--- config.mk ---
export PLATFORM = sky130hd
export DESIGN_NAME = char_lcd_nibble_interface
export DESIGN_NICKNAME = d
export VERILOG_FILES = /design/src/sv/clni_pkg.sv /design/src/sv/char_lcd_nibble_interface.sv /design/src/sv/clni_front.sv /design/src/sv/clni_queue.sv /design/src/sv/clni_back.sv
export SDC_FILE = /design/constraint.sdc
export NUM_CORES = 1
export LEC_CHECK = 0
export ABC_CLOCK_PERIOD_IN_PS = 3400
export BUFFER_PORTS_ARGS = -buffer_cell sky130_fd_sc_hd__buf_4
export CAP_MARGIN = 20
export CELL_PAD_IN_SITES_DETAIL_PLACEMENT = 0
export CELL_PAD_IN_SITES_GLOBAL_PLACEMENT = 1
export CORE_AREA = 2 2 105 107
export CTS_BUF_LIST = sky130_fd_sc_hd__clkbuf_16
export CTS_CLUSTER_SIZE = 30
export DETAILED_ROUTE_END_ITERATION = 8
export DIE_AREA = 0 0 107 109
export GPL_TIMING_DRIVEN = 0
export PLACE_DENSITY = 0.87
export SLEW_MARGIN = 15
export SYNTH_ARGS = -nofsm -noshare
export SYNTH_HDL_FRONTEND = slang
export SYNTH_SLANG_ARGS = --single-unit
--- constraint.sdc ---
create_clock -name clock -period 3.4 [get_ports clock]
set_input_delay 0.34 -clock clock [delete_from_list [all_inputs] [get_ports clock]]
set_output_delay 0.34 -clock clock [all_outputs]
set_load 0.01 [all_outputs]
--- src/sv/clni_pkg.sv ---
// Shared types, codes and constants of the character LCD nibble interface.
// No dependencies; every other file of the block imports this package.
package clni_pkg;

   localparam int QUEUE_DEPTH_DEFAULT = 2;

   // configuration port
   localparam int CSR_INDEX_W = 2;
   localparam int CSR_DATA_W  = 6;
   localparam logic [CSR_INDEX_W-1:0] CSR_COLUMNS = 2'd0;
   localparam logic [CSR_INDEX_W-1:0] CSR_LINES   = 2'd1;
   localparam logic [5:0] COLUMNS_RESET = 6'd16;
   localparam logic [1:0] LINES_RESET   = 2'd2;

   // request modes
   localparam logic [3:0] MODE_INIT         = 4'd0;
   localparam logic [3:0] MODE_PUT_CHAR     = 4'd1;
   localparam logic [3:0] MODE_SET_CURSOR   = 4'd2;
   localparam logic [3:0] MODE_DISPLAY      = 4'd3;
   localparam logic [3:0] MODE_SCROLL_LEFT  = 4'd4;
   localparam logic [3:0] MODE_SCROLL_RIGHT = 4'd5;
   localparam logic [3:0] MODE_CLEAR        = 4'd6;
   localparam logic [3:0] MODE_GLYPH        = 4'd7;
   localparam logic [3:0] MODE_RAW          = 4'd8;

   // wait after strobe
   localparam logic [1:0] WAIT_40US  = 2'd0;
   localparam logic [1:0] WAIT_100US = 2'd1;
   localparam logic [1:0] WAIT_3MS   = 2'd2;
   localparam logic [1:0] WAIT_4MS5  = 2'd3;

   // controller commands
   localparam logic [7:0] CMD_CLEAR       = 8'h01;
   localparam logic [7:0] CMD_ENTRY_MODE  = 8'h06;
   localparam logic [7:0] CMD_DISPLAY     = 8'h08;
   localparam logic [7:0] CMD_DISPLAY_ON  = 8'h0C;
   localparam logic [7:0] CMD_SHIFT_LEFT  = 8'h18;
   localparam logic [7:0] CMD_SHIFT_RIGHT = 8'h1C;
   localparam logic [7:0] CMD_FUNC_1LINE  = 8'h20;
   localparam logic [7:0] CMD_FUNC_2LINE  = 8'h28;
   localparam logic [7:0] CMD_SET_CGRAM   = 8'h40;
   localparam logic [7:0] CMD_SET_DDRAM   = 8'h80;
   localparam logic [3:0] WAKE_NIBBLE     = 4'h3;
   localparam logic [3:0] BUS4_NIBBLE     = 4'h2;

   localparam logic [7:0] CHAR_LF = 8'h0A;
   localparam logic [7:0] CHAR_CR = 8'h0D;

   localparam int INIT_NIBBLES = 12;
   localparam int STEP_W       = $clog2(INIT_NIBBLES);

   typedef struct packed {
      logic [3:0] mode;
      logic [7:0] value;
      logic [5:0] col;
      logic [1:0] row;
   } req_type;

   typedef struct packed {
      logic       reg_select;
      logic [3:0] nibble;
      logic [1:0] wait_class;
      logic       last;
   } rsp_type;

   typedef struct packed {
      logic       reg_select;
      logic [3:0] nibble;
      logic [1:0] wait_class;
   } nib_type;

   typedef struct packed {
      logic       reg_select;
      logic [7:0] data;
      logic [1:0] wait_class;
   } byte_type;

   // one queued job: the init sequence, or one or two bytes
   typedef struct packed {
      logic     is_init;
      logic     two_line;
      logic     two_bytes;
      byte_type first;
      byte_type second;
   } job_type;

   function automatic byte_type cmd_byte(input logic [7:0] data, input logic [1:0] wait_class);
      byte_type b;
      b.reg_select = 1'b0;
      b.data       = data;
      b.wait_class = wait_class;
      return b;
   endfunction

   function automatic byte_type data_byte(input logic [7:0] data);
      byte_type b;
      b.reg_select = 1'b1;
      b.data       = data;
      b.wait_class = WAIT_40US;
      return b;
   endfunction

   function automatic byte_type set_cursor_byte(input logic [6:0] col, input logic line);
      logic [6:0] addr;
      addr = col + {line, 6'b0};
      return cmd_byte(CMD_SET_DDRAM | {1'b0, addr}, WAIT_40US);
   endfunction

   // init sequence, one nibble per step
   function automatic nib_type init_nibble(input logic [STEP_W-1:0] step, input logic two_line);
      nib_type    n;
      logic [7:0] func;
      func         = two_line ? CMD_FUNC_2LINE : CMD_FUNC_1LINE;
      n.reg_select = 1'b0;
      n.nibble     = 4'h0;
      n.wait_class = WAIT_40US;
      case (step)
         4'd0, 4'd1, 4'd2: begin
            n.nibble     = WAKE_NIBBLE;
            n.wait_class = WAIT_4MS5;
         end
         4'd3: begin
            n.nibble     = BUS4_NIBBLE;
            n.wait_class = WAIT_100US;
         end
         4'd4:  n.nibble = func[7:4];
         4'd5:  n.nibble = func[3:0];
         4'd6:  n.nibble = CMD_DISPLAY_ON[7:4];
         4'd7:  n.nibble = CMD_DISPLAY_ON[3:0];
         4'd8:  n.nibble = CMD_CLEAR[7:4];
         4'd9: begin
            n.nibble     = CMD_CLEAR[3:0];
            n.wait_class = WAIT_3MS;
         end
         4'd10: n.nibble = CMD_ENTRY_MODE[7:4];
         4'd11: begin
            n.nibble     = CMD_ENTRY_MODE[3:0];
            n.wait_class = WAIT_4MS5;
         end
         default: n.nibble = 4'h0;
      endcase
      return n;
   endfunction

endpackage

--- src/sv/char_lcd_nibble_interface.sv ---
// Top level of the character LCD nibble interface (4-bit bus controller).
// Depends on clni_pkg, clni_front, clni_queue and clni_back.
//
// Usage:
//  - req_*: one request item per handshake (mode, value, col, row). Unknown
//    modes are accepted and dropped. req_ready is high while the job queue
//    has room, so a request can be taken every cycle until it fills.
//  - rsp_*: one item per bus transfer: reg_select, nibble (high half of a
//    byte first), wait_class for the pin driver, last on the final nibble
//    of a request.
//  - csr_*: register writes (0 columns, 1 lines); csr_ready is always high.
//    Other indexes are ignored. Write only while no request is in flight.
// Flow:
//  - an accepted request goes into the job queue, then the back end's job
//    register, then nibble by nibble the output register, one nibble per
//    cycle while that register can load (empty, or rsp_ready high).
//  - nibbles per request: 2 for a plain command or character, 4 for a
//    character that wraps, 12 for init, all from the single sequencer.
// Reset: clears the queue, the sequencer, the output valid flag and the
//  cursor; columns returns to 16 and lines to 2.
// Stall: when rsp_ready is low the output holds, the sequencer waits, and
//  requests keep filling the queue until it is full.
module char_lcd_nibble_interface #(
   parameter int QUEUE_DEPTH = clni_pkg::QUEUE_DEPTH_DEFAULT
) (
   input  logic                              clock,
   input  logic                              reset,
   input  logic                              req_valid,
   output logic                              req_ready,
   input  clni_pkg::req_type                 req_data,
   output logic                              rsp_valid,
   input  logic                              rsp_ready,
   output clni_pkg::rsp_type                 rsp_data,
   input  logic                              csr_valid,
   output logic                              csr_ready,
   input  logic [clni_pkg::CSR_INDEX_W-1:0]  csr_index,
   input  logic [clni_pkg::CSR_DATA_W-1:0]   csr_data
);
   import clni_pkg::*;

   logic    accept, push, full, pop, empty;
   job_type job_new, job_head;

   assign csr_ready = 1'b1;
   assign req_ready = ~full;
   assign accept    = req_valid & req_ready;

   // classification and cursor bookkeeping happen at acceptance
   clni_front u_front (
      .clock     (clock),
      .reset     (reset),
      .accept    (accept),
      .req_data  (req_data),
      .csr_write (csr_valid & csr_ready),
      .csr_index (csr_index),
      .csr_data  (csr_data),
      .push      (push),
      .job       (job_new)
   );

   clni_queue #(
      .DEPTH (QUEUE_DEPTH)
   ) u_queue (
      .clock     (clock),
      .reset     (reset),
      .push      (push),
      .push_data (job_new),
      .full      (full),
      .pop       (pop),
      .empty     (empty),
      .head      (job_head)
   );

   // nibble sequencer with registered output
   clni_back u_back (
      .clock     (clock),
      .reset     (reset),
      .job_valid (~empty),
      .job       (job_head),
      .pop       (pop),
      .rsp_valid (rsp_valid),
      .rsp_ready (rsp_ready),
      .rsp_data  (rsp_data)
   );

endmodule

--- src/sv/clni_front.sv ---
// Front end: configuration registers, cursor tracking, request classification.
// Depends on clni_pkg.
module clni_front (
   input  logic                                 clock,
   input  logic                                 reset,
   input  logic                                 accept,
   input  clni_pkg::req_type                    req_data,
   input  logic                                 csr_write,
   input  logic [clni_pkg::CSR_INDEX_W-1:0]     csr_index,
   input  logic [clni_pkg::CSR_DATA_W-1:0]      csr_data,
   output logic                                 push,
   output clni_pkg::job_type                    job
);
   import clni_pkg::*;

   logic [5:0] columns_ff, columns_in;
   logic [1:0] lines_ff, lines_in;
   logic [6:0] col_ff, col_in;
   logic       line_ff, line_in;
   logic       known;

   logic       two_line, wrap, line_w, lf_line, cr_line, sc_line;
   logic [6:0] col_w;
   byte_type   main_byte;

   assign two_line = lines_ff[1];
   assign wrap     = col_ff >= {1'b0, columns_ff};
   assign col_w    = wrap ? 7'd0 : col_ff;
   assign line_w   = wrap ? (two_line & ~line_ff) : line_ff;
   assign lf_line  = two_line & ~line_w;
   assign cr_line  = two_line & line_w;
   assign sc_line  = two_line & (req_data.row == 2'd1);

   always_comb begin
      columns_in = columns_ff;
      lines_in   = lines_ff;
      if (csr_write) begin
         case (csr_index)
            CSR_COLUMNS: columns_in = csr_data;
            CSR_LINES:   lines_in   = csr_data[1:0];
            default:     columns_in = columns_ff;
         endcase
      end
   end

   always_comb begin
      col_in        = col_ff;
      line_in       = line_ff;
      known         = 1'b1;
      main_byte     = data_byte(req_data.value);
      job           = '0;
      job.two_line  = two_line;
      case (req_data.mode)
         MODE_INIT: begin
            job.is_init = 1'b1;
            col_in      = 7'd0;
            line_in     = 1'b0;
         end
         MODE_PUT_CHAR: begin
            if (req_data.value == CHAR_LF) begin
               main_byte = set_cursor_byte(col_w, lf_line);
               col_in    = col_w;
               line_in   = lf_line;
            end else if (req_data.value == CHAR_CR) begin
               main_byte = set_cursor_byte(7'd0, cr_line);
               col_in    = 7'd0;
               line_in   = cr_line;
            end else begin
               main_byte = data_byte(req_data.value);
               col_in    = col_w + 7'd1;
               line_in   = line_w;
            end
            job.two_bytes = wrap;
            job.first     = wrap ? set_cursor_byte(7'd0, line_w) : main_byte;
            job.second    = main_byte;
         end
         MODE_SET_CURSOR: begin
            job.first = set_cursor_byte({1'b0, req_data.col}, sc_line);
            col_in    = {1'b0, req_data.col};
            line_in   = sc_line;
         end
         MODE_DISPLAY:
            job.first = cmd_byte(CMD_DISPLAY | {5'b0, req_data.value[2:0]}, WAIT_40US);
         MODE_SCROLL_LEFT:  job.first = cmd_byte(CMD_SHIFT_LEFT, WAIT_40US);
         MODE_SCROLL_RIGHT: job.first = cmd_byte(CMD_SHIFT_RIGHT, WAIT_40US);
         MODE_CLEAR: begin
            job.first = cmd_byte(CMD_CLEAR, WAIT_3MS);
            col_in    = 7'd0;
            line_in   = 1'b0;
         end
         MODE_GLYPH:
            job.first = cmd_byte(CMD_SET_CGRAM | {2'b0, req_data.value[2:0], 3'b0}, WAIT_40US);
         MODE_RAW: job.first = data_byte(req_data.value);
         default:  known = 1'b0;
      endcase
   end

   assign push = accept & known;

   always_ff @(posedge clock) begin
      if (reset) begin
         columns_ff <= COLUMNS_RESET;
         lines_ff   <= LINES_RESET;
         col_ff     <= 7'd0;
         line_ff    <= 1'b0;
      end else begin
         columns_ff <= columns_in;
         lines_ff   <= lines_in;
         if (accept) begin
            col_ff  <= col_in;
            line_ff <= line_in;
         end
      end
   end

endmodule

--- src/sv/clni_queue.sv ---
// Job queue between front and back end, DEPTH entries, first in first out.
// Depends on clni_pkg.
module clni_queue #(
   parameter int DEPTH = clni_pkg::QUEUE_DEPTH_DEFAULT  // at least 2
) (
   input  logic              clock,
   input  logic              reset,
   input  logic              push,
   input  clni_pkg::job_type push_data,
   output logic              full,
   input  logic              pop,
   output logic              empty,
   output clni_pkg::job_type head
);
   import clni_pkg::*;

   localparam int PTR_W = $clog2(DEPTH);
   localparam int CNT_W = $clog2(DEPTH + 1);

   job_type          mem_ff [DEPTH];
   logic [PTR_W-1:0] wr_ptr_ff, wr_ptr_in;
   logic [PTR_W-1:0] rd_ptr_ff, rd_ptr_in;
   logic [CNT_W-1:0] count_ff, count_in;

   assign full  = count_ff == CNT_W'(DEPTH);
   assign empty = count_ff == '0;
   assign head  = mem_ff[rd_ptr_ff];

   always_comb begin
      wr_ptr_in = wr_ptr_ff;
      rd_ptr_in = rd_ptr_ff;
      count_in  = count_ff;
      if (push)
         wr_ptr_in = (wr_ptr_ff == PTR_W'(DEPTH - 1)) ? '0 : wr_ptr_ff + 1'b1;
      if (pop)
         rd_ptr_in = (rd_ptr_ff == PTR_W'(DEPTH - 1)) ? '0 : rd_ptr_ff + 1'b1;
      if (push && !pop)
         count_in = count_ff + 1'b1;
      else if (pop && !push)
         count_in = count_ff - 1'b1;
   end

   always_ff @(posedge clock) begin
      if (push)
         mem_ff[wr_ptr_ff] <= push_data;
   end

   always_ff @(posedge clock) begin
      if (reset) begin
         wr_ptr_ff <= '0;
         rd_ptr_ff <= '0;
         count_ff  <= '0;
      end else begin
         wr_ptr_ff <= wr_ptr_in;
         rd_ptr_ff <= rd_ptr_in;
         count_ff  <= count_in;
      end
   end

endmodule

--- src/sv/clni_back.sv ---
// Back end: one job nibble per cycle into the output register unless stalled.
// Depends on clni_pkg.
module clni_back (
   input  logic              clock,
   input  logic              reset,
   input  logic              job_valid,
   input  clni_pkg::job_type job,
   output logic              pop,
   output logic              rsp_valid,
   input  logic              rsp_ready,
   output clni_pkg::rsp_type rsp_data
);
   import clni_pkg::*;

   localparam logic [STEP_W-1:0] LAST_INIT_STEP = STEP_W'(INIT_NIBBLES - 1);

   logic              busy_ff, busy_in;
   job_type           job_ff, job_in;
   logic [STEP_W-1:0] step_ff, step_in;
   logic              rsp_valid_ff, rsp_valid_in;
   rsp_type           rsp_ff, rsp_in;

   nib_type  nib;
   byte_type sel;
   logic     is_last, out_load, advance;

   always_comb begin
      sel = step_ff[1] ? job_ff.second : job_ff.first;
      if (job_ff.is_init) begin
         nib     = init_nibble(step_ff, job_ff.two_line);
         is_last = step_ff == LAST_INIT_STEP;
      end else begin
         nib.reg_select = sel.reg_select;
         nib.nibble     = step_ff[0] ? sel.data[3:0] : sel.data[7:4];
         nib.wait_class = step_ff[0] ? sel.wait_class : WAIT_40US;
         is_last        = step_ff[0] & (step_ff[1] | ~job_ff.two_bytes);
      end
   end

   assign out_load = ~rsp_valid_ff | rsp_ready;
   assign advance  = busy_ff & out_load;
   // next job enters in the cycle the current one hands over its last nibble
   assign pop      = job_valid & (~busy_ff | (advance & is_last));

   always_comb begin
      busy_in      = busy_ff;
      step_in      = step_ff;
      job_in       = job_ff;
      rsp_valid_in = out_load ? busy_ff : rsp_valid_ff;
      rsp_in       = rsp_ff;
      if (advance) begin
         rsp_in  = '{reg_select: nib.reg_select, nibble: nib.nibble,
                     wait_class: nib.wait_class, last: is_last};
         step_in = step_ff + 1'b1;
         if (is_last)
            busy_in = 1'b0;
      end
      if (pop) begin
         busy_in = 1'b1;
         step_in = '0;
         job_in  = job;
      end
   end

   always_ff @(posedge clock) begin
      job_ff <= job_in;
      rsp_ff <= rsp_in;
   end

   always_ff @(posedge clock) begin
      if (reset) begin
         busy_ff      <= 1'b0;
         step_ff      <= '0;
         rsp_valid_ff <= 1'b0;
      end else begin
         busy_ff      <= busy_in;
         step_ff      <= step_in;
         rsp_valid_ff <= rsp_valid_in;
      end
   end

   assign rsp_valid = rsp_valid_ff;
   assign rsp_data  = rsp_ff;

endmodule

==> results of run 1 <==
## cell usage in the layout, fill, tap and decap left out, types with 4 or more instances in the layout
master	instances
buf_4	45
nand3_1	12
mux4_2	4
clkbuf_1	15
mux2i_1	5
o22ai_1	6
nand4_1	5
clkbuf_16	9
and2_1	4
nand2_1	23
xor2_1	5
nor2b_1	6
nand2b_1	9
mux2_2	22
dfxtp_1	25
and3_1	6
a21oi_1	26
buf_2	4
edfxtp_1	74
nor2_1	43
o21ai_1	6
nor3_1	5
o21ai_0	13
ha_1	12
xnor2_1	4
inv_1	25
a31oi_1	8
## cell families after synthesis
family / Yosys count / synth area share, %
other: 1 / 0.07601
buffers and inverters: 51 / 4.438
DFF: 99 / 55.19
xor gates and xnor gates: 9 / 1.598
AOI/OAI and AO/OA: 93 / 12.66
muxes: 31 / 7.862
adders and majority gates: 12 / 3.043
and+or+nand+nor: 140 / 15.14
## layout make-up
class	count	area (um2)	area share (%)
clock buffer	9	225.2	3.909
inverter	25	93.84	1.629
clock inverter	7	92.59	1.607
tap	140	175.2	3.040
sequential	99	2723	47.25
buffer	26	125.1	2.172
multi-input combinational	286	1997	34.66
timing repair buffer	43	330.3	5.733
## worst paths after layout
check / to / slack, ns / cells past startpoint / startpoint
hold reg to reg: u_front.col_ff[6] / 0.48 / 2 / u_front.col_ff[6]
setup reg to reg: u_front.col_ff[4] / 0.54 / 12 / u_front.col_ff[2]
hold / removal: u_front.col_ff[1] / 0.22 / 2 / reset
setup / recovery: u_front.col_ff[4] / 0.54 / 12 / u_front.col_ff[2]
## critical path: stages (launching register included)
cell,delay [ns]
dfxtp_1,0.50
ha_1,0.30
a21o_1,0.18
a31oi_1,0.20
o21a_1,0.24
buf_4,0.20
and2_1,0.19
ha_1,0.23
and3_1,0.20
a21oi_1,0.08
a31oi_1,0.15
a32oi_1,0.14
a21oi_1,0.19
## routing by layer
layer | part of all wire, % | GRT usage, % | up-vias
met4 | 3.3 | 8.627 | 0
met2 | 50 | 33.03 | 116
met1 | 42 | 22.92 | 1667
met5 | 0 | 0 | -
met3 | 4.7 | 4.244 | 28
li1 | - | - | 1726
## registers in the layout (all words and copies together), names as in the netlist
| signal | count |
|---|---|
| u_back.job_ff | 22 |
| u_back.rsp_data | 8 |
| u_queue.wr_ptr_ff | 1 |
| u_back.step_ff | 4 |
| u_front.col_ff | 7 |
| u_queue.mem_ff | 44 |
| u_back.rsp_valid | 1 |
| u_queue.rd_ptr_ff | 1 |
| u_queue.count_ff | 2 |
| u_front.line_ff | 1 |
| u_front.columns_ff | 6 |
| u_back.busy_ff | 1 |
| u_front.lines_ff | 1 |
## report_power, final
part           internal, mW  switching [mW]  total (mW)  leakage [nW]
Combinational         0.374           0.479       0.853          1.07
Sequential             1.62          0.0869        1.70         0.899
Clock                 0.642           0.421        1.06         0.155
==> metrics.md, run 1 <==
| Metric | Value |
|---|---|
| Status | `finished clean` |
| Placed cell count | `~620` |
| Clock Path Buffers | `2` |
| Global-route wire length before repair | `16,860 um` |
| Max-Cap Viols | `0` |
| I/O pins | `44` |
| Final Cycle Share | `between 80 and 90%` |
| Yosys top cell by area | `edfxtp_1` |
| Top cell type's share of synthesized area | `between 40% and 50%` |
| Main flop type after synthesis | `edfxtp_1` |
| Setup TNS | `0 ns` |
| H-tree depth | `3` |
| Dominant cell by count in the synthesized netlist | `edfxtp_1` |
| # DRC | `0` |
| Power Dens Cells | `between 600 and 700 mW/mm2` |
| Root Driver | `clkbuf_16` |
| Total power | `approximately 3.6 mW` |
| Final setup skew | `0.01319 ns` |
| Area Overhead vs Synth | `16.79%` |
| Kind of critical path | `register to register` |
| Pins over their slew limit | `0` |
| Initial Util | `46.53%` |
| Worst setup SP type | `register` |
| Synth top area cells | `edfxtp_1, dfxtp_1, mux2_2, nor2_1, ha_1` |
| Worst-Margin Slew | `between 0.8 and 0.9 ns` |
| WP data arrival | `around 3.1 ns` |
| Finished Cell Area | `between 0.005 and 0.006 mm2` |
| Max VDD drop | `0.2732 mV` |
| Distinct cells, synth | `64` |
| Routed wire per std cell | `~16 um` |
| Post-CTS setup buffer count | `0` |
| Layout fillers | `922` |
| Hold/Removal Path Class | `input port to register` |
| CTS Buf Count | `9` |
| Share of post-route cells with drive strength above 1 | `a little over a fifth` |
| DP Wirelength | `a little under 8000 um` |
| Yosys warns | `0` |
| Worst setup margin | `~0.54 ns` |
| Pleak | `about 2.1 nW` |
| Seq cells post-synth | `99` |
| CP required | `3.67 ns` |
| Post-Route WL | `10,450 um` |
| Fraction of registers with async set/reset | `0%` |
| Number of synthesized flops with an enable pin | `74` |
| Cell Rows | `38` |
| RePlAce Congestion | `0.9107` |
| Peak Freq | `~0.35 GHz` |
| Clock Latency Late Sink | `0.34 ns` |
| Remaining antenna violation count | `0` |
| DR iter-0 viols | `172` |
| Antenna violations before repair | `0` |
| Non-filler cells in the finished layout | `around 640` |
| Number of port buffers | `between 40 and 50` |
| Mean post-synth cell area | `11.32 um2` |
| TritonRoute pass-1 iters | `6` |
| GRT Resource Usage Total | `19.10%` |
| Post-cts hold buffer count | `0` |
| Seq/Total Area, Yosys | `a little under three fifths` |
| Max FO, Critical Path | `10` |
| Final hold violations | `0` |
| Via/cell ratio | `about 5.6` |
| Die H | `109 um` |
| # setup viols final | `0` |
| DIE AREA | `roughly 0.012 mm2` |
| Final core occ | `between 50% and 60%` |
| DP Area | `around 0.0054 mm2` |
| Hold slack | `roughly 0.22 ns` |
| # clock sinks | `99` |
| Tightest slew margin relative to the limit | `between 40% and 50%` |
| Area of the core | `around 0.011 mm2` |
| Post-layout min period | `2.861 ns` |
| Synth Instances | `between 400 and 500` |
| Diodes inserted | `0` |
| Via count | `between 3,000 and 4,000` |
| Largest net degree at the start of global routing | `23` |
| Unrepaired setup endpoints after global routing | `no` |
| CTS resizes | `0` |
| Place WS | `between 0.5 and 0.6 ns` |
| CTS tree | `built` |
| Synth top cells by count | `edfxtp_1, nor2_1, a21oi_1, dfxtp_1, inv_1` |
| Vias in the first global route | `between 3,000 and 4,000` |
| Worst Setup End Kind | `register` |
| Die Wd | `between 100 and 150 um` |
| Mapped Nets | `about 480` |
| Clk slew on worst S/H paths | `about 0.07 ns` |
| GR Overflow Total | `0` |
| Nets | `roughly 540` |
| Syn Std Cell Area | `0.004933 mm2` |
Power figures use the tool's default switching activity.
==> inputs of run 2 (changes only) <==
Settings changed: ABC_AREA from default to 1, ABC_CLOCK_PERIOD_IN_PS 3400 to 2500, CORE_AREA 2 2 105 107 to 2 2 111 113, DIE_AREA 0 0 107 109 to 0 0 113 115, PLACE_DENSITY 0.87 to 0.83.
Clock period 3.4 ns to 2.5 ns, I/O delays scaled along.
==> run 2 against run 1 <==
- the run now ends with DRC left
- global-route usage fell by 2.0 points
- utilization fell by 7.1 points
- sequential share of layout area rose by 1.6 points
- combinational power rose by 45%
- synthesized area fell by 4.8%
- largest power group unchanged
- highest routed layer unchanged
==> metrics.md, run 2 <==
| Metric | Value |
|---|---|
| Die Wd | `113 um (was 107 um)` |
| Clock share of power | `28.6% (was 29.4%)` |
| Seq cells post-synth | `99 (unchanged)` |
| Root Driver | `clkbuf_16 (unchanged)` |
| Max-Cap Viols | `0 (unchanged)` |
| Synth top cells by count | `nand2_1, edfxtp_1, inv_1, a21oi_1, nor2_1 (was edfxtp_1, nor2_1, a21oi_1, dfxtp_1, inv_1)` |
| Dominant cell by count in the synthesized netlist | `nand2_1 (was edfxtp_1)` |
| Hold slack | `0.1279 ns (was 0.2166 ns)` |
| Hold/Removal Path Class | `input port to register (unchanged)` |
| CP bufs+invs | `3 (was 1)` |
| Synth Instances | `510 (was 436)` |
| Max VDD drop | `0.3836 mV (was 0.2732 mV)` |
| CTS Buf Count | `9 (unchanged)` |
| # DRC | `4 (was 0)` |
| Post-Route WL | `10,340 um (was 10,450 um)` |
| Cell Rows | `40 (was 38)` |
| Biggest register | `u_queue.mem_ff (unchanged)` |
| Final core occ | `47.22% (was 54.34%)` |
| Critical path cell sequence | `inv_1 > nand2_1 > nand2_1 > a21oi_1 > inv_1 > nor2_4 > buf_6 (was ha_1 > a21o_1 > a31oi_1 > o21a_1 > buf_4 > and2_1 > ha_1 > and3_1 > a21oi_1 > a31oi_1 > a32oi_1 > a21oi_1)` |
| Psw | `1.485 mW (was 986.4 uW)` |
| Mapped Nets | `555 (was 481)` |
| Top cell type's share of synthesized area | `47.33% (was 45.04%)` |
| Distinct cells, synth | `38 (was 64)` |
| Via count | `3,541 (was 3,537)` |
| Final Cycle Share | `91.87% (was 84.14%)` |
| Max FO, Critical Path | `14 (was 10)` |
| # setup viols final | `0 (unchanged)` |
| Worst-Margin Slew | `0.6614 ns (was 0.8236 ns)` |
| DP Wirelength | `7892 um (was 7869 um)` |
| CP top delay family | `simple AND/OR/NAND/NOR gates (was compound AO/OA/AOI/OAI gates)` |
| Yosys top cell by area | `edfxtp_1 (unchanged)` |
| Global-route wire length before repair | `17,100 um (was 16,860 um)` |
| Unrepaired setup endpoints after global routing | `no (unchanged)` |
| Max incr delay on CP | `0.43 ns (was 0.50 ns)` |
| Layout fillers | `1,109 (was 922)` |
| Share of post-route cells with drive strength above 1 | `15.21% (was 20.81%)` |
| Post-cts hold buffer count | `0 (unchanged)` |
| Clock Path Buffers | `2 (unchanged)` |
| Diodes inserted | `0 (unchanged)` |
| Main flop type after synthesis | `edfxtp_1 (unchanged)` |
| Mean post-synth cell area | `9.205 um2 (was 11.32 um2)` |
| Number of port buffers | `42 (was 41)` |
| Post-layout min period | `2.297 ns (was 2.861 ns)` |
| Failing checks | `DRC` |
| Clock Latency Late Sink | `0.34 ns (about the same)` |
| Antenna violations before repair | `0 (unchanged)` |
| WP data arrival | `2.35 ns (was 3.14 ns)` |
| Most frequent cells in the layout | `nand2_1, edfxtp_1, inv_1, buf_4, a21oi_1 (was edfxtp_1, buf_4, nor2_1, a21oi_1)` |
| Fraction of registers with async set/reset | `0% (unchanged)` |
| Initial Util | `39.75% (was 46.53%)` |
| Pleak | `2.280 nW (was 2.128 nW)` |
| GRT Resource Usage Total | `17.08% (was 19.10%)` |
| Worst setup SP type | `register (unchanged)` |
| Worst Setup End Kind | `register (unchanged)` |
| I/O pins | `44 (unchanged)` |
| Max stage delay cell, worst path | `a21oi_1 (was dfxtp_1)` |
| Sw Share | `29.76% (was 27.27%)` |
| Number of synthesized flops with an enable pin | `74 (unchanged)` |
| Area of the core | `0.01181 mm2 (was 0.01060 mm2)` |
| Power Dens Cells | `894.6 mW/mm2 (was 627.9 mW/mm2)` |
| Pins over their slew limit | `0 (unchanged)` |
| DR iter-0 viols | `198 (was 172)` |
| Syn Std Cell Area | `0.004695 mm2 (was 0.004933 mm2)` |
| Seq/Total Area, Yosys | `58.00% (was 55.19%)` |
| Final setup skew | `0.004927 ns (was 0.01319 ns)` |
| Nets | `612 (was 535)` |
| Seq pwr share | `46.5% (was 47.0%)` |
| Die H | `115 um (was 109 um)` |
| TritonRoute pass-1 iters | `8 (was 6)` |
| Commonest non-fill, non-tap cell in the layout | `nand2_1 (was edfxtp_1)` |
| GR Overflow Total | `0 (unchanged)` |
| # clock sinks | `99 (unchanged)` |
| Area Overhead vs Synth | `18.82% (was 16.79%)` |
| DIE AREA | `0.01300 mm2 (was 0.01166 mm2)` |
| Internal power | `3.505 mW (was 2.631 mW)` |
| Vias in the first global route | `3,516 (was 3,459)` |
| Tightest slew margin relative to the limit | `55.90% (was 44.32%)` |
| Peak Freq | `0.4354 GHz (was 0.3496 GHz)` |
| CTS tree | `built (unchanged)` |
| Final hold violations | `0 (unchanged)` |
| CP required | `2.55 ns (was 3.67 ns)` |
| Synth top area cells | `edfxtp_1, nand2_1, dfxtp_1, inv_1, a21oi_1 (was edfxtp_1, dfxtp_1, mux2_2, nor2_1, ha_1)` |
| Remaining antenna violation count | `0 (unchanged)` |
| Yosys warns | `0 (unchanged)` |
| Via/cell ratio | `4.925 (was 5.570)` |
| Routed wire per std cell | `14.38 um (was 16.46 um)` |
| Largest net degree at the start of global routing | `17 (was 23)` |
| Logic pwr share | `24.9% (was 23.6%)` |
| Status | `finished, violations left (was finished clean)` |
| Max FFs per register | `44 (unchanged)` |
| Kind of critical path | `register to register (unchanged)` |
| H-tree depth | `3 (unchanged)` |
| Clk slew on worst S/H paths | `0.06 ns (was 0.07 ns)` |
| RePlAce Congestion | `0.9019 (was 0.9107)` |
run 2: cell count changes in the layout (fill, tap and decap cells not counted), moves of 6 or more:
| cell | change |
|---|---|
| inv_2 | +6 |
| nand4_1 | +6 |
| clkbuf_1 | -7 |
| mux2_2 | -22 |
| and3_1 | -6 |
| nand2_1 | +117 |
| nand2b_1 | -9 |
| o21ai_0 | +17 |
| nor2b_1 | -6 |
| a21oi_1 | +14 |
| inv_1 | +32 |
run 2: cells by family (layout without fill, tap and decap cells):
family	Yosys count	count (layout)	synth area share, %
AOI/OAI and AO/OA	97	98	11.91
DFF	99	99	58.00
other	1	1	0.07988
xor gates and xnor gates	3	3	0.5598
adders and majority gates	12	12	3.198
buffers and inverters	74	135	6.237
and+or+nand+nor	224	224	20.02
run 2: path summary, 6_finish.rpt:
path                                              end                  start  cells after the start  slack, ns
worst max-delay path            u_queue.mem_ff[1][24]    u_queue.count_ff[0]                      7       0.20
worst min-delay path            u_front.columns_ff[0]            csr_data[0]                      3       0.13
worst max register to register  u_queue.mem_ff[1][24]    u_queue.count_ff[0]                      7       0.20
worst min register to register  u_front.columns_ff[2]  u_front.columns_ff[2]                      2       0.47
run 2: stage by stage:
step           setup TNS (ns)  setup slack (ns)  cells  total power, mW  area, um2
2_1_floorplan               0            0.1253    510            3.144       4702
3_3_place_gp           -25.91           -0.5873    699            3.517       5201
5_1_grt                     0          0.002621    719            5.309       5578
6_report                    0            0.2033    719            4.990       5578
4_1_cts                     0            0.1236    719            5.034       5567
3_5_place_dp          -0.4860           -0.3621    701            3.568       5229
run 2: per-layer routing:
metal / vias to the layer above / share of wire, % / GRT usage, %
met5: - / 0 / 0
li1: 1847 / - / -
met3: 17 / 4.5 / 4.744
met2: 79 / 50 / 29.82
met4: 0 / 2.4 / 5.935
met1: 1598 / 43 / 20.40
run 2: timing repair:
item | 4_1_cts | 5_1_grt
endpoints found under the setup margin | 12 | 2
resized for setup | 2 | 3
hold endpoints to repair | 0 | 0
gates cloned | 1 | 0
buffers inserted | 1 | 0
pin swaps | 0 | 0
run 2: layout make-up:
class	count	area [um2]	area share, %
multi-input combinational	338	1722	30.87
clock inverter	7	86.33	1.548
tap	147	183.9	3.297
inverter	61	229.0	4.105
timing repair buffer	45	345.3	6.191
sequential	99	2723	48.81
buffer	13	63.81	1.144
clock buffer	9	225.2	4.038
run 2: power groups by stage:
stage	Clock, mW	Sequential, mW	Combinational, mW
after global placement	0	2.36	1.16
after CTS	1.45	2.33	1.26
after global routing	1.54	2.35	1.42
after detailed placement	0	2.36	1.20
final	1.43	2.32	1.24
after floorplan	0	2.35	0.791
run 2: worst min-delay path, cell delays in order:
cell,delay [ns]
buf_4,0.08
nor2_1,0.03
nor2_1,0.08
==> inputs of run 3 (changes only) <==
Settings changed: ABC_AREA 1 to 0, CORE_AREA 2 2 111 113 to 2 2 127 98, DIE_AREA 0 0 113 115 to 0 0 129 100, PLACE_DENSITY 0.83 to 0.84.
==> run 3 against run 2 <==
- clock power shrank 13%
- hold slack lost 0.0049 ns
- sequential share of layout area shrank 2.7 points
- clock skew grew 0.0012 ns
- non-clock buffer count grew 19
- routed wire length grew 6.9%
- the run now ends clean
==> metrics.md, run 3 (synthesis gave the netlist of run 1 again) <==
| Metric | Value |
|---|---|
| Final hold violations | `0 (unchanged)` |
| CTS tree | `built (unchanged)` |
| R2R depth | `12 (was 7)` |
| Routed met2 length | `5078 um (was 5204 um)` |
| Seq pwr share | `48.0% (was 46.5%)` |
| Clock share of power | `26.1% (was 28.6%)` |
| DR top layer | `met4 (unchanged)` |
| Via/cell ratio | `5.462 (was 4.925)` |
| Root Driver | `clkbuf_16 (unchanged)` |
| Most frequent cells in the layout | `edfxtp_1, buf_4, nor2_1, a21oi_1, inv_1 (was nand2_1, edfxtp_1, inv_1, buf_4, a21oi_1)` |
| Total power | `4.814 mW (was 4.990 mW)` |
| Via count | `3,654 (was 3,541)` |
| Clock Path Buffers | `2 (unchanged)` |
| Area Overhead vs Synth | `19.98% (was 18.82%)` |
| H-tree depth | `3 (unchanged)` |
| CTS Buf Count | `9 (unchanged)` |
| Pleak | `2.167 nW (was 2.280 nW)` |
| Logic pwr share | `25.9% (was 24.9%)` |
| Largest net degree at the start of global routing | `23 (was 17)` |
| Hold/Removal Path Class | `input port to register (unchanged)` |
| Post-layout min period | `2.428 ns (was 2.297 ns)` |
| Sw Share | `28.87% (was 29.76%)` |
| Max FFs per register | `44 (unchanged)` |
| Post-cts hold buffer count | `0 (unchanged)` |
| Post-Route WL | `11,050 um (was 10,340 um)` |
| I/O pins | `44 (unchanged)` |
| Max FO, Critical Path | `8 (was 14)` |
| Nets | `543 (was 612)` |
| GR Overflow Total | `0 (unchanged)` |
| Internal power | `3.424 mW (was 3.505 mW)` |
| Remaining antenna violation count | `0 (unchanged)` |
| Worst hold stages | `2 (was 3)` |
| WP data arrival | `2.70 ns (was 2.35 ns)` |
| RePlAce Congestion | `0.8814 (was 0.9019)` |
| Hold slack | `0.1230 ns (was 0.1279 ns)` |
| DIE AREA | `0.01290 mm2 (was 0.01300 mm2)` |
| Vias in the first global route | `3,359 (was 3,516)` |
| Antenna violations before repair | `0 (unchanged)` |
| Final setup skew | `0.006099 ns (was 0.004927 ns)` |
| Post-Route M1 WL | `5020 um (was 4424 um)` |
| Area of the core | `0.01187 mm2 (was 0.01181 mm2)` |
| Die H | `100 um (was 115 um)` |
| Tightest slew margin relative to the limit | `31.61% (was 55.90%)` |
| Commonest non-fill, non-tap cell in the layout | `edfxtp_1 (was nand2_1)` |
| Routed wire per std cell | `16.51 um (was 14.38 um)` |
| Peak Freq | `0.4119 GHz (was 0.4354 GHz)` |
| # DRC | `0 (was 4)` |
| Psw | `1.390 mW (was 1.485 mW)` |
| Max-Cap Viols | `0 (unchanged)` |
| Worst-Margin Slew | `1.018 ns (was 0.6614 ns)` |
| Final Cycle Share | `97.11% (was 91.87%)` |
| # setup viols final | `0 (unchanged)` |
| Number of port buffers | `41 (was 42)` |
| Multi-input logic area | `0.002085 mm2 (was 0.001722 mm2)` |
| Met3 wire len | `742 um (was 464 um)` |
| Share of post-route cells with drive strength above 1 | `25.84% (was 15.21%)` |
| Initial Util | `41.57% (was 39.75%)` |
| DR iter-0 viols | `368 (was 198)` |
| Max VDD drop | `0.3864 mV (was 0.3836 mV)` |
| Worst Setup End Kind | `register (unchanged)` |
| CP required | `2.77 ns (was 2.55 ns)` |
| GRT Resource Usage Total | `17.69% (was 17.08%)` |
| Global-route wire length before repair | `17,430 um (was 17,100 um)` |
| Kind of critical path | `register to register (unchanged)` |
| Clk slew on worst S/H paths | `0.07 ns (was 0.06 ns)` |
| Power Dens Cells | `813.2 mW/mm2 (was 894.6 mW/mm2)` |
| Cell Rows | `35 (was 40)` |
| Pins over their slew limit | `0 (unchanged)` |
| # clock sinks | `99 (unchanged)` |
| Worst setup SP type | `register (unchanged)` |
| TritonRoute pass-1 iters | `5 (was 8)` |
| Clock Latency Late Sink | `0.34 ns (about the same)` |
| Register area | `0.002731 mm2 (was 0.002723 mm2)` |
| DP Wirelength | `8168 um (was 7892 um)` |
| Biggest register | `u_queue.mem_ff (unchanged)` |
| Die Wd | `129 um (was 113 um)` |
| Diodes inserted | `0 (unchanged)` |
| Status | `finished clean (was finished, violations left)` |
| Layout fillers | `1,071 (was 1,109)` |
## run 3: metal layers
metal	up-vias	GRT usage, %
met5	-	0
met4	0	4.431
met3	19	4.051
met2	155	28.82
met1	1729	24.15
li1	1751	-
## run 3: power by group through the flow
stage / combinational [mW] / clock [mW] / sequential (mW)
2_1_floorplan: 0.796 / 0 / 2.33
3_3_place_gp: 1.14 / 0 / 2.33
3_5_place_dp: 1.18 / 0 / 2.35
4_1_cts: 1.21 / 1.29 / 2.31
5_1_grt: 1.38 / 1.35 / 2.34
6_report: 1.25 / 1.25 / 2.31
## run 3: repair_timing
| item | 4_1_cts | 5_1_grt |
|---|---|---|
| gates resized for setup | 9 | 23 |
| setup endpoints to repair | 33 | 30 |
| pin swaps | 1 | 5 |
| buffers inserted | 1 | 7 |
## run 3: final timing paths
check / end / slack (ns) / startpoint
max: u_front.col_ff[4] / 0.07 / u_front.col_ff[2]
min reg2reg: u_front.col_ff[6] / 0.48 / u_front.col_ff[6]
max reg2reg: u_front.col_ff[4] / 0.07 / u_front.col_ff[2]
min: u_back.busy_ff / 0.12 / reset
## run 3: layout make-up
cell class,count,area share (%)
clock buffer,9,3.805
clock inverter,7,0.7821
sequential,99,46.14
buffer,26,2.304
timing repair buffer,51,6.595
multi-input combinational,286,35.21
tap,166,3.509
inverter,25,1.649
## run 3: worst max-delay path, stage by stage, from the launching register on
cell     delay [ns]
dfxtp_4        0.38
ha_4           0.26
a21o_1         0.20
a31oi_4        0.16
o21a_1         0.21
buf_6          0.14
and2_4         0.16
ha_4           0.15
and3_4         0.18
a21oi_1        0.06
a31oi_1        0.15
a32oi_1        0.12
a21oi_1        0.17
## run 3: per-stage QoR
| stage | TNS (ns) | instance area, um2 | setup WS [ns] | utilization, % | instances |
|---|---|---|---|---|---|
| 6_report | 0 | 5919 | 0.07220 | 49.88 | 669 |
| 5_1_grt | -0.008063 | 5919 | -0.008063 | 49.88 | 669 |
| 4_1_cts | -0.1245 | 5782 | -0.1245 | 48.72 | 662 |
| 3_5_place_dp | -5.881 | 5477 | -0.2669 | 46.15 | 645 |
| 3_3_place_gp | -26.75 | 5449 | -0.5113 | 45.91 | 643 |
| 2_1_floorplan | 0 | 4933 | 0.1716 | - | 436 |
